==> config.mk <==
export PLATFORM = sky130hd
export DESIGN_NAME = cone_isolation_pt_sum_top
export DESIGN_NICKNAME = d
export VERILOG_FILES = /design/src/sv/cip_pkg.sv /design/src/sv/cone_isolation_pt_sum_top.sv
export SDC_FILE = /design/constraint.sdc
export NUM_CORES = 2
export LEC_CHECK = 0
export BUFFER_PORTS_ARGS = -buffer_cell sky130_fd_sc_hd__buf_2
export CAP_MARGIN = 10
export CORE_UTILIZATION = 57
export DETAILED_ROUTE_END_ITERATION = 7
export GPL_ROUTABILITY_DRIVEN = 0
export PLACE_DENSITY = 0.75
export SYNTH_ARGS = -nofsm -noshare
export SYNTH_HDL_FRONTEND = slang
export SYNTH_SLANG_ARGS = --single-unit
==> constraint.sdc <==
create_clock -name clk -period 13.2 [get_ports clk]
set_clock_uncertainty 0.1 [all_clocks]
set_input_delay 0 -clock clk [delete_from_list [all_inputs] [get_ports clk]]
set_output_delay 0 -clock clk [all_outputs]
set_load 0.05 [all_outputs]
==> src/sv/cip_pkg.sv <==
// ----------------------------------------------------------------------------
// cip_pkg
// Widths, field offsets, register indexes and constants of the cone
// isolation pt sum block.
// ----------------------------------------------------------------------------
`timescale 1ns / 1ps

package cip_pkg;

  // Sizes
  localparam int NUM_CONES  = 4;
  localparam int CONE_W     = 28;
  localparam int NCONE_W    = 3;
  localparam int NEXCL_W    = 2;
  localparam int ETA_W      = 16;
  localparam int PHI_W      = 15;
  localparam int PT_W       = 32;
  localparam int TYPE_W     = 25;
  localparam int UID_W      = 31;
  localparam int SUM_W      = 40;

  // Intermediate widths
  localparam int DPHI_W     = PHI_W + 1;    // signed phi difference
  localparam int DPHI_ABS_W = PHI_W;        // its magnitude
  localparam int DETA_W     = ETA_W + 1;    // signed eta difference
  localparam int DETA_ABS_W = ETA_W;        // its magnitude
  localparam int DPHI2_W    = 28;           // wrapped dphi is at most pi
  localparam int DETA2_W    = 2 * DETA_ABS_W;
  localparam int DR2_W      = DETA2_W + 1;

  // Config port
  localparam int CFG_ADDR_W = 3;
  localparam int CFG_DATA_W = CONE_W;

  // Stream payload layout
  localparam int ETA_LSB    = 0;
  localparam int PHI_LSB    = ETA_LSB + ETA_W;
  localparam int PT_LSB     = PHI_LSB + PHI_W;
  localparam int TYPE_LSB   = PT_LSB + PT_W;
  localparam int UID_LSB    = TYPE_LSB + TYPE_W;
  localparam int IN_BITS    = UID_LSB + UID_W;
  localparam int IN_DATA_W  = ((IN_BITS + 7) / 8) * 8;
  localparam int OUT_DATA_W = NUM_CONES * SUM_W;

  // Angle constants in Q3.12
  localparam int PI_Q       = 12868;
  localparam int TWO_PI_Q   = 25736;

  // Reset value of the first cone register
  localparam logic [CONE_W-1:0] CONE_SQ_0_RST = CONE_W'(671089);

  localparam logic [SUM_W-1:0] SUM_MAX = {SUM_W{1'b1}};

  // Register indexes
  typedef enum logic [CFG_ADDR_W-1:0] {
    REG_CONE_SQ_0    = 3'd0,
    REG_CONE_SQ_1    = 3'd1,
    REG_CONE_SQ_2    = 3'd2,
    REG_CONE_SQ_3    = 3'd3,
    REG_CONES_IN_USE = 3'd4,
    REG_EXCL_A       = 3'd5,
    REG_EXCL_B       = 3'd6,
    REG_EXCL_COUNT   = 3'd7
  } cfg_reg_t;

  // Item kinds
  typedef enum logic {
    ACT_LOAD = 1'b0,
    ACT_CAND = 1'b1
  } action_t;

  typedef logic [SUM_W-1:0] sum_t;

endpackage

==> src/sv/cone_isolation_pt_sum_top.sv <==
// ----------------------------------------------------------------------------
// cone_isolation_pt_sum_top
// Cone isolation pt sum: holds a reference particle, sums candidate pt into
// up to four cones by squared delta R, emits the sums on the last item.
//
//   channel  dir  handshake           payload
//   in_      in   tvalid/tready       tuser: action; tdata: eta, phi, pt,
//                                     type_id, unique_id; tlast: last
//   out_     out  tvalid/tready       tdata: iso_sum_0..iso_sum_3
//   cfg_     in   wr_en (no wait)     addr: register index; wdata: value
//
// One item per cycle while the input is not stalled. An item passes the input
// register, the distance stage (two squares and an add), then the compare and
// accumulate stage that feeds the output register.
// Reset (rst_n low, synchronous) sets config registers to their reset values and clears reference, sums and valids.
// The input stalls only when a second result reaches the last stage while
// the output register still holds one that has not been taken.
// ----------------------------------------------------------------------------
`timescale 1ns / 1ps

module cone_isolation_pt_sum_top
  import cip_pkg::*;
(
  input  logic                  clk,
  input  logic                  rst_n,
  // config write port
  input  logic                  cfg_wr_en,
  input  logic [CFG_ADDR_W-1:0] cfg_addr,
  input  logic [CFG_DATA_W-1:0] cfg_wdata,
  // input items
  input  logic                  in_tvalid,
  output logic                  in_tready,
  input  logic [IN_DATA_W-1:0]  in_tdata,   // eta, phi, pt, type_id, unique_id, pad
  input  logic                  in_tuser,   // action
  input  logic                  in_tlast,
  // result items
  output logic                  out_tvalid,
  input  logic                  out_tready,
  output logic [OUT_DATA_W-1:0] out_tdata   // iso_sum_0, iso_sum_1, iso_sum_2, iso_sum_3
);

  // Config registers
  logic [CONE_W-1:0]        cone_sq_r [NUM_CONES];
  logic [NCONE_W-1:0]       cones_in_use_r;
  logic signed [TYPE_W-1:0] excl_a_r;
  logic signed [TYPE_W-1:0] excl_b_r;
  logic [NEXCL_W-1:0]       excl_count_r;

  // Write config registers
  always_ff @(posedge clk) begin
    if (!rst_n) begin
      cone_sq_r[0]   <= CONE_SQ_0_RST;
      for (int i = 1; i < NUM_CONES; i++) begin
        cone_sq_r[i] <= '0;
      end
      cones_in_use_r <= NCONE_W'(1);
      excl_a_r       <= '0;
      excl_b_r       <= '0;
      excl_count_r   <= '0;
    end else if (cfg_wr_en) begin
      case (cfg_reg_t'(cfg_addr))
        REG_CONE_SQ_0:    cone_sq_r[0]   <= cfg_wdata;
        REG_CONE_SQ_1:    cone_sq_r[1]   <= cfg_wdata;
        REG_CONE_SQ_2:    cone_sq_r[2]   <= cfg_wdata;
        REG_CONE_SQ_3:    cone_sq_r[3]   <= cfg_wdata;
        REG_CONES_IN_USE: cones_in_use_r <= cfg_wdata[NCONE_W-1:0];
        REG_EXCL_A:       excl_a_r       <= signed'(cfg_wdata[TYPE_W-1:0]);
        REG_EXCL_B:       excl_b_r       <= signed'(cfg_wdata[TYPE_W-1:0]);
        REG_EXCL_COUNT:   excl_count_r   <= cfg_wdata[NEXCL_W-1:0];
        default: ;
      endcase
    end
  end

  // Pipeline control
  logic s1_v_r, s2_v_r, out_valid_r;
  logic s2_last_r;
  logic out_free, s2_go, s2_en, s1_go, s1_en, in_acc;

  assign out_free  = !out_valid_r || out_tready;
  assign s2_go     = s2_v_r && (!s2_last_r || out_free);
  assign s2_en     = !s2_v_r || s2_go;
  assign s1_go     = s1_v_r && s2_en;
  assign s1_en     = !s1_v_r || s2_en;
  assign in_tready = s1_en;
  assign in_acc    = in_tvalid && s1_en;

  // Stage 1: input register
  action_t                  s1_act_r;
  logic signed [ETA_W-1:0]  s1_eta_r;
  logic signed [PHI_W-1:0]  s1_phi_r;
  logic [PT_W-1:0]          s1_pt_r;
  logic signed [TYPE_W-1:0] s1_type_r;
  logic [UID_W-1:0]         s1_uid_r;
  logic                     s1_last_r;

  always_ff @(posedge clk) begin
    if (!rst_n) begin
      s1_v_r <= 1'b0;
    end else if (s1_en) begin
      s1_v_r <= in_tvalid;
    end
  end

  always_ff @(posedge clk) begin
    if (in_acc) begin
      s1_act_r  <= action_t'(in_tuser);
      s1_eta_r  <= signed'(in_tdata[ETA_LSB +: ETA_W]);
      s1_phi_r  <= signed'(in_tdata[PHI_LSB +: PHI_W]);
      s1_pt_r   <= in_tdata[PT_LSB +: PT_W];
      s1_type_r <= signed'(in_tdata[TYPE_LSB +: TYPE_W]);
      s1_uid_r  <= in_tdata[UID_LSB +: UID_W];
      s1_last_r <= in_tlast;
    end
  end

  // Reference particle, taken when a load item leaves stage 1
  logic signed [ETA_W-1:0] ref_eta_r;
  logic signed [PHI_W-1:0] ref_phi_r;
  logic [UID_W-1:0]        ref_uid_r;

  always_ff @(posedge clk) begin
    if (!rst_n) begin
      ref_eta_r <= '0;
      ref_phi_r <= '0;
      ref_uid_r <= '0;
    end else if (s1_go && s1_act_r == ACT_LOAD) begin
      ref_eta_r <= s1_eta_r;
      ref_phi_r <= s1_phi_r;
      ref_uid_r <= s1_uid_r;
    end
  end

  // Distance: wrapped dphi and deta, squared and summed
  logic signed [DPHI_W-1:0]   dphi_diff;
  logic [DPHI_ABS_W-1:0]      dphi_abs;
  logic signed [DPHI_W-1:0]   dphi_wrap;
  logic signed [2*DPHI_W-1:0] dphi_sq;
  logic signed [DETA_W-1:0]   deta_diff;
  logic [DETA_ABS_W-1:0]      deta_abs;
  logic [DETA2_W-1:0]         deta_sq;
  logic [DR2_W-1:0]           dr2;
  logic                       excl_hit;
  logic                       skip;

  always_comb begin
    dphi_diff = DPHI_W'(s1_phi_r) - DPHI_W'(ref_phi_r);
    dphi_abs  = dphi_diff[DPHI_W-1] ? DPHI_ABS_W'(-dphi_diff)
                                    : dphi_diff[DPHI_ABS_W-1:0];
    // fold back past pi
    if (dphi_abs > DPHI_ABS_W'(PI_Q)) begin
      dphi_wrap = signed'(DPHI_W'(TWO_PI_Q)) - signed'({1'b0, dphi_abs});
    end else begin
      dphi_wrap = signed'({1'b0, dphi_abs});
    end
    dphi_sq   = dphi_wrap * dphi_wrap;

    deta_diff = DETA_W'(s1_eta_r) - DETA_W'(ref_eta_r);
    deta_abs  = deta_diff[DETA_W-1] ? DETA_ABS_W'(-deta_diff)
                                    : deta_diff[DETA_ABS_W-1:0];
    deta_sq   = deta_abs * deta_abs;

    dr2       = DR2_W'(dphi_sq[DPHI2_W-1:0]) + DR2_W'(deta_sq);

    // drop excluded types and the reference itself
    excl_hit  = (excl_count_r >= NEXCL_W'(1) && s1_type_r == excl_a_r) ||
                (excl_count_r >= NEXCL_W'(2) && s1_type_r == excl_b_r);
    skip      = excl_hit || (s1_uid_r == ref_uid_r);
  end

  // Stage 2: distance register
  logic             s2_load_r;
  logic             s2_add_r;
  logic [DR2_W-1:0] s2_dr2_r;
  logic [PT_W-1:0]  s2_pt_r;

  always_ff @(posedge clk) begin
    if (!rst_n) begin
      s2_v_r <= 1'b0;
    end else if (s2_en) begin
      s2_v_r <= s1_v_r;
    end
  end

  always_ff @(posedge clk) begin
    if (s1_go) begin
      s2_load_r <= (s1_act_r == ACT_LOAD);
      s2_add_r  <= (s1_act_r == ACT_CAND) && !skip;
      s2_dr2_r  <= dr2;
      s2_pt_r   <= s1_pt_r;
      s2_last_r <= s1_last_r;
    end
  end

  // Compare against each cone and accumulate with saturation
  sum_t             sums_r   [NUM_CONES];
  sum_t             sums_nxt [NUM_CONES];
  logic [SUM_W:0]   sum_wide [NUM_CONES];
  logic [OUT_DATA_W-1:0] out_data_nxt;

  always_comb begin
    for (int i = 0; i < NUM_CONES; i++) begin
      sum_wide[i] = {1'b0, sums_r[i]} + (SUM_W + 1)'(s2_pt_r);
      if (s2_load_r) begin
        sums_nxt[i] = '0;
      end else if (s2_add_r && NCONE_W'(i) < cones_in_use_r &&
                   s2_dr2_r < DR2_W'(cone_sq_r[i])) begin
        sums_nxt[i] = sum_wide[i][SUM_W] ? SUM_MAX : sum_wide[i][SUM_W-1:0];
      end else begin
        sums_nxt[i] = sums_r[i];
      end
      out_data_nxt[i*SUM_W +: SUM_W] =
        (NCONE_W'(i) < cones_in_use_r) ? sums_nxt[i] : '0;
    end
  end

  always_ff @(posedge clk) begin
    if (!rst_n) begin
      for (int i = 0; i < NUM_CONES; i++) begin
        sums_r[i] <= '0;
      end
    end else if (s2_go) begin
      for (int i = 0; i < NUM_CONES; i++) begin
        sums_r[i] <= sums_nxt[i];
      end
    end
  end

  // Output register: load on a last item, hold until taken
  logic [OUT_DATA_W-1:0] out_data_r;

  always_ff @(posedge clk) begin
    if (!rst_n) begin
      out_valid_r <= 1'b0;
    end else if (s2_go && s2_last_r) begin
      out_valid_r <= 1'b1;
    end else if (out_tready) begin
      out_valid_r <= 1'b0;
    end
  end

  always_ff @(posedge clk) begin
    if (s2_go && s2_last_r) begin
      out_data_r <= out_data_nxt;
    end
  end

  assign out_tvalid = out_valid_r;
  assign out_tdata  = out_data_r;

endmodule

After elaboration in Yosys (flattened, before gate mapping). Memory sizes are Yosys's and may differ from the RTL's. Cells that the tools add are included.

Add/subtract/negate cells: 10. Multiply operators: 2. Divide/modulo/power cells: 0. Order comparisons: 11. Eq/ne operators: 10. Shifts and indexed selects: 0. Multiplexer cells: 45. Bitwise operators: 9. Reduce and logical (&&, ||, !) cells: 33.

Operators by type and width (number): 40-bit two-way mux (16); 40-bit by 32-bit adder with 41-bit output (4); 33-bit by 28-bit less-than comparator with 1-bit output (4); 28-bit two-way mux (4); 25-bit == test (2); 28-bit by 32-bit adder with 33-bit output (1); 16-bit by 16-bit multiplier with 32-bit output (1); 16-bit two-way mux (2); 31-bit == test (1); 16-bit by 16-bit multiplier with 28-bit output (1); 1-bit two-way mux (22); 16-bit by 16-bit subtractor with 17-bit output (1); 1-bit logical AND (16); 16-bit negation (1); 15-bit by 15-bit subtractor with 16-bit output (1); 15-bit by 15-bit subtractor with 16-bit output, first input constant (1); 15-bit by 14-bit greater-than comparator with 1-bit output, second input constant (1); 15-bit two-way mux (1); 15-bit negation (1); 3-bit == test, second input constant (4); 1-bit OR (8); 2-bit AND reduction (4); 3-bit by 2-bit == test with 1-bit output, second input constant (2); 1-bit logical OR (6); 9 further kinds (15).

Register bits after elaboration: 469. Latch bits: 0. Memory bits (writable): 272. Memory bits (read-only): 0. Input port bits: 158. Word-level logic and storage cells: 148. Memories: 2.

Memory list: sums_r (depth 4, width 40, read ports 4, clocked after Yosys merged registers in 0, write ports 4, RTL line cone_isolation_pt_sum_top.sv:196) `sum_t sums_r [NUM_CONES];`; cone_sq_r (depth 4, width 28, read ports 4, clocked after Yosys merged registers in 0, write ports 4, RTL line cone_isolation_pt_sum_top.sv:43) `logic [CONE_W-1:0] cone_sq_r [NUM_CONES];`.

Depth between registers and ports, before layout.
Word-level depth: 8. Depth in mapped cells: 59. Gate-level depth less buffers: 56.

Worst setup path before layout. No wires, ideal clock.

Kind: reg-to-reg. Start point: reg s1_phi_r[0]. End point: reg s2_dr2_r[31] (data pin). Data arrival time: 13051 ps. Path slack: -232 ps. Cell stages (with the launch flop): 52. Path buffers: 2. Clock period less this slack: 13432 ps. Cell sequence: edfxtp_1 > inv_1 > ha_1 > inv_1 > fa_1 > a211oi_4 > o21ai_1 > a311oi_4 > nand4_1 > a21o_1 > nor2_4 > mux2i_1 > a32oi_2 > o32ai_4 > buf_6 > a21oi_2 > xor2_1 > buf_2 > [... 16 more ...] > nor3b_1 > a22oi_1 > xor2_1 > fa_1 > fa_1 > inv_1 > fa_1 > fa_1 > inv_1 > ha_1 > or4_1 > a21o_1 > a31oi_1 > o211a_1 > a2111oi_0 > a211o_1 > o41ai_1 > o211ai_1.

Word-level cells in the longest chain between the ends: 7. Elaborated cells on any way between the ends: 8. Classes of those cells: add/sub (4); mul (1); order compare (1); mux (2).

Ends and longest elaborated chain: start, declared (RTL line cone_isolation_pt_sum_top.sv:91) `logic signed [PHI_W-1:0] s1_phi_r;`; start signal, assigned (RTL line cone_isolation_pt_sum_top.sv:109) `s1_phi_r <= signed'(in_tdata[PHI_LSB +: PHI_W]);`; 15-bit by 15-bit subtractor with 16-bit output * (RTL line cone_isolation_pt_sum_top.sv:147) `dphi_diff = DPHI_W'(s1_phi_r) - DPHI_W'(ref_phi_r);`; 15-bit negation (RTL line cone_isolation_pt_sum_top.sv:148) `dphi_abs = dphi_diff[DPHI_W-1] ? DPHI_ABS_W'(-dphi_diff)`; 15-bit two-way mux * (RTL line cone_isolation_pt_sum_top.sv:148); 15-bit by 15-bit subtractor with 16-bit output or 15-bit by 14-bit greater-than comparator with 1-bit output (tied branches) (RTL line cone_isolation_pt_sum_top.sv:152, cone_isolation_pt_sum_top.sv:151); 16-bit two-way mux * (RTL line cone_isolation_pt_sum_top.sv:151) `if (dphi_abs > DPHI_ABS_W'(PI_Q)) begin`; 16-bit by 16-bit multiplier with 28-bit output * (RTL line cone_isolation_pt_sum_top.sv:156) `dphi_sq = dphi_wrap * dphi_wrap;`; 28-bit by 32-bit adder with 33-bit output * (RTL line cone_isolation_pt_sum_top.sv:163) `dr2 = DR2_W'(dphi_sq[DPHI2_W-1:0]) + DR2_W'(deta_sq);`; named net dr2[31] (RTL line cone_isolation_pt_sum_top.sv:142) `logic [DR2_W-1:0] dr2;`; end signal, assigned (RTL line cone_isolation_pt_sum_top.sv:189) `s2_dr2_r <= dr2;`; end, declared (RTL line cone_isolation_pt_sum_top.sv:174) `logic [DR2_W-1:0] s2_dr2_r;`.

Mark *: on every way through the listed nets, which the timed path passes. The rest lies on a longest branch. A chain may end at the register's enable or synchronous reset.

Final worst setup path.
Start point: reg s1_phi_r[0]. End point: reg s2_dr2_r[32] (data pin).

Same word-level chain as after synthesis.

==> results.md <==
- Status: finished clean
- Final wirelength: around 160,000 um
- Final min period: around 13,000 ps
- Initial core utilization: a little under three fifths
- Core area: 98,280 um2
- Hold Crit Class: in -> reg
- Vias in the first global route: between 40k and 50k
- Mapped Nets: 6,607
- DR DRC count: 0
- Initial antenna violation count: 3
- CTS tree: yes
- Multi-input gate area: around 32,000 um2
- Overall global routing resource usage: a little under a third
- Vias: 45.11k
- Finished layout cell area: ~67,000 um2
- Syn Area/Cell: 10.10 um2
- Clock transition at path regs: ~60 ps
- First-pass detailed-route iteration total: 6
- Final nets: around 7.4k
- Type of origin of the critical path: flip-flop
- Hold Path Stages: 2
- Final period util: ~100%
- Largest net degree at the start of global routing: a little under 80
- Critical path launch point: s1_phi_r[0]
- Worst Hold Launch: in_tdata[0]
- Slowest stage delay, CP: 590 ps
- Layout cells sized above 1: roughly 15%
- F_max: roughly 0.076 GHz
- Fillcell total: 7,069
- Die Wd: ~320 um
- # setup viols final: 0
- Area delta synth->final: 18.97%
- Final antenna-violating net count: 0
- Num ports: 320
- Yosys cell types: 98
- Critical path type: reg -> reg
- GRT overflow: 0
- Placed Area: between 60,000 and 70,000 um2
- Worst Tran Pin Value: 1254 ps
- Die area: approximately 100,000 um2
- Slowest CP cell: fa_2
- Critical Path AT: ~13,000 ps
- Syn Inst Count: ~5.6k
- I/O Buffers: around 320
- Via-to-Cell Ratio: roughly 5.8
- Register Area: roughly 21,000 um2
- Synth Cell Area: between 50,000 and 60,000 um2
- Clock Path Buffers: 3
- Synth Register Bits: 741
- Max cap viols: 0
- Final hold viol count: 0
- First-pass GRT wire length: about 240,000 um
- Worst Setup End Kind: flip-flop
- RSZ-0062 raised after global routing: yes
- Final Max Tran Viols: 0
- Number of flops mapped to enable cells by yosys: a little over 600
- CTS root buf: clkbuf_16
- Synth async-reset ratio: 0%
- H-tree levels: 3
- Average wire per standard cell: between 20 and 25 um
- Cts bufs inserted: 81
- Main synth FF type: edfxtp_1
- Worst rel slew slack: between 10% and 20%
- CTS Sinks: ~740
- DRT iter0 DRCs: 4,417
- Synth warn: 0
- Critical R2R Launch: s1_phi_r[0]
- HPWL Detailed: between 100,000 and 150,000 um
- Seq/Total Area, Yosys: 37.24%
- Worst-path fanout max: 6
- Crit path required time: about 14,000 ps
- Site row count: approximately 120
- Die Height: 316.9 um
- Clk Latency, worst-skew pair: roughly 660 ps
- R2R depth: 55
cells in the mapped netlist (30+ instances only):
library cell / number / area share, %
xor2_1: 122 / 1.9
o21a_1: 33 / 0.44
xnor2_1: 185 / 2.9
nor2b_1: 46 / 0.51
o211ai_1: 30 / 0.40
ha_1: 448 / 9.9
o221a_2: 35 / 0.70
fa_1: 404 / 14
edfxtp_1: 621 / 33
nand3_1: 80 / 0.71
nor3_1: 111 / 0.98
clkbuf_1: 147 / 0.98
inv_1: 764 / 5.1
nand2b_1: 61 / 0.68
dfxtp_1: 120 / 4.3
a21o_1: 124 / 1.6
nand2_1: 482 / 3.2
mux2i_1: 31 / 0.55
nand4_1: 36 / 0.40
a211oi_1: 61 / 0.81
or2_2: 33 / 0.37
o22ai_1: 62 / 0.69
and2_1: 138 / 1.5
a21boi_0: 127 / 1.7
nor2_1: 515 / 3.4
and3_1: 45 / 0.50
o21ai_0: 154 / 1.4
a21oi_1: 231 / 2.0
repair_timing:
action,CTS,global route
buffers inserted,6,16
endpoints found under the hold margin,310,0
pin swaps,17,50
cloned,0,1
hold buffers,279,0
setup endpoints to repair,6,13
resized for setup,21,70
area by class of cell:
cell class              instances  area share [%]
inverters                     774           4.320
diodes                          2        0.007443
clock buffers                 111           3.336
repair buffers                884           9.752
multi-input cells            3904           48.23
flip-flops and latches        741           31.30
clock inverters                35          0.6550
well taps                    1287           2.395
registers in the layout (all words and copies together) (netlist names), 2 cells and up:
name	flops
excl_b_r	25
s1_phi_r	15
ref_phi_r	15
out_tdata	160
cones_in_use_r	3
excl_count_r	2
ref_eta_r	16
s1_type_r	25
s2_dr2_r	33
s2_pt_r	32
sums_r	160
ref_uid_r	31
s1_uid_r	31
s1_eta_r	16
cone_sq_r	112
excl_a_r	25
s1_pt_r	32
stage by stage:
step / hold slack (ps) / util [%] / worst slack, ps / std cells / TNS [ps]
final: 22.68 / 68.42 / 24.42 / 7738 / 0
after global routing: 4.474 / 68.42 / -498.7 / 7736 / -2089
after CTS: 1.659 / 67.99 / 9.319 / 7720 / 0
after detailed placement: 78.09 / 62.29 / -396.0 / 7289 / -1196
after global placement: 75.98 / 62.29 / -203.1 / 7289 / -337.3
after floorplan: -1.131 / - / 3.534 / 5597 / 0
layer usage:
| metal | GRT usage (%) | vias up | wire (um) |
|---|---|---|---|
| li1 | - | 20740 | - |
| met1 | 39.57 | 21830 | 61020 |
| met2 | 53.47 | 2116 | 76330 |
| met3 | 5.087 | 425 | 13350 |
| met4 | 13.06 | 4 | 6917 |
| met5 | 0 | - | 24 |
worst max-delay path, delay by kind of cell, from the launching register on:
kind / cells / cell delay, ps
XOR/XNOR: 2 / 210
flip-flops: 1 / 400
AO/OA/AOI/OAI: 21 / 4170
buffers and inverters: 13 / 930
AND/OR/NAND/NOR: 5 / 1260
adder cells (fa/ha/maj): 14 / 5830
placed cells by master, fill, tap and decap left out, drive strengths merged, types with 13 or more instances in the layout:
cell         instances
inv                779
edfxtp             621
buf                605
nor2               516
nand2              483
ha                 448
fa                 404
dlygate4sd3        279
a21oi              236
xnor2              190
o21ai              163
and2               140
a21boi             129
a21o               124
xor2               123
dfxtp              120
nor3               111
clkbuf             111
nand3               80
a211oi              63
o22ai               62
nand2b              61
nor2b               46
and3                45
nand4               36
o221a               35
or2                 34
o21a                33
mux2i               33
o211ai              30
o21bai              21
a31oi               19
nor4                18
or3                 17
clkinv              16
a2111oi             15
a211o               13
final timing paths:
check        slack [ps]      endpoint
min                  20   s1_eta_r[0]
min reg2reg         310    s2_pt_r[9]
max                  20  s2_dr2_r[32]
max reg2reg          20  s2_dr2_r[32]
kinds of logic after synthesis:
logic type	synth area share [%]
AOI/OAI and AO/OA	12.92
xor gates and xnor gates	4.970
adders and majority gates	24.23
buffers and inverters	6.398
DFF	37.24
muxes	0.7394
and+or+nand+nor	13.50
Power is left out: the tool's default activity adds up to more than one toggle a clock period on the data nets, which glitch-free logic cannot reach.
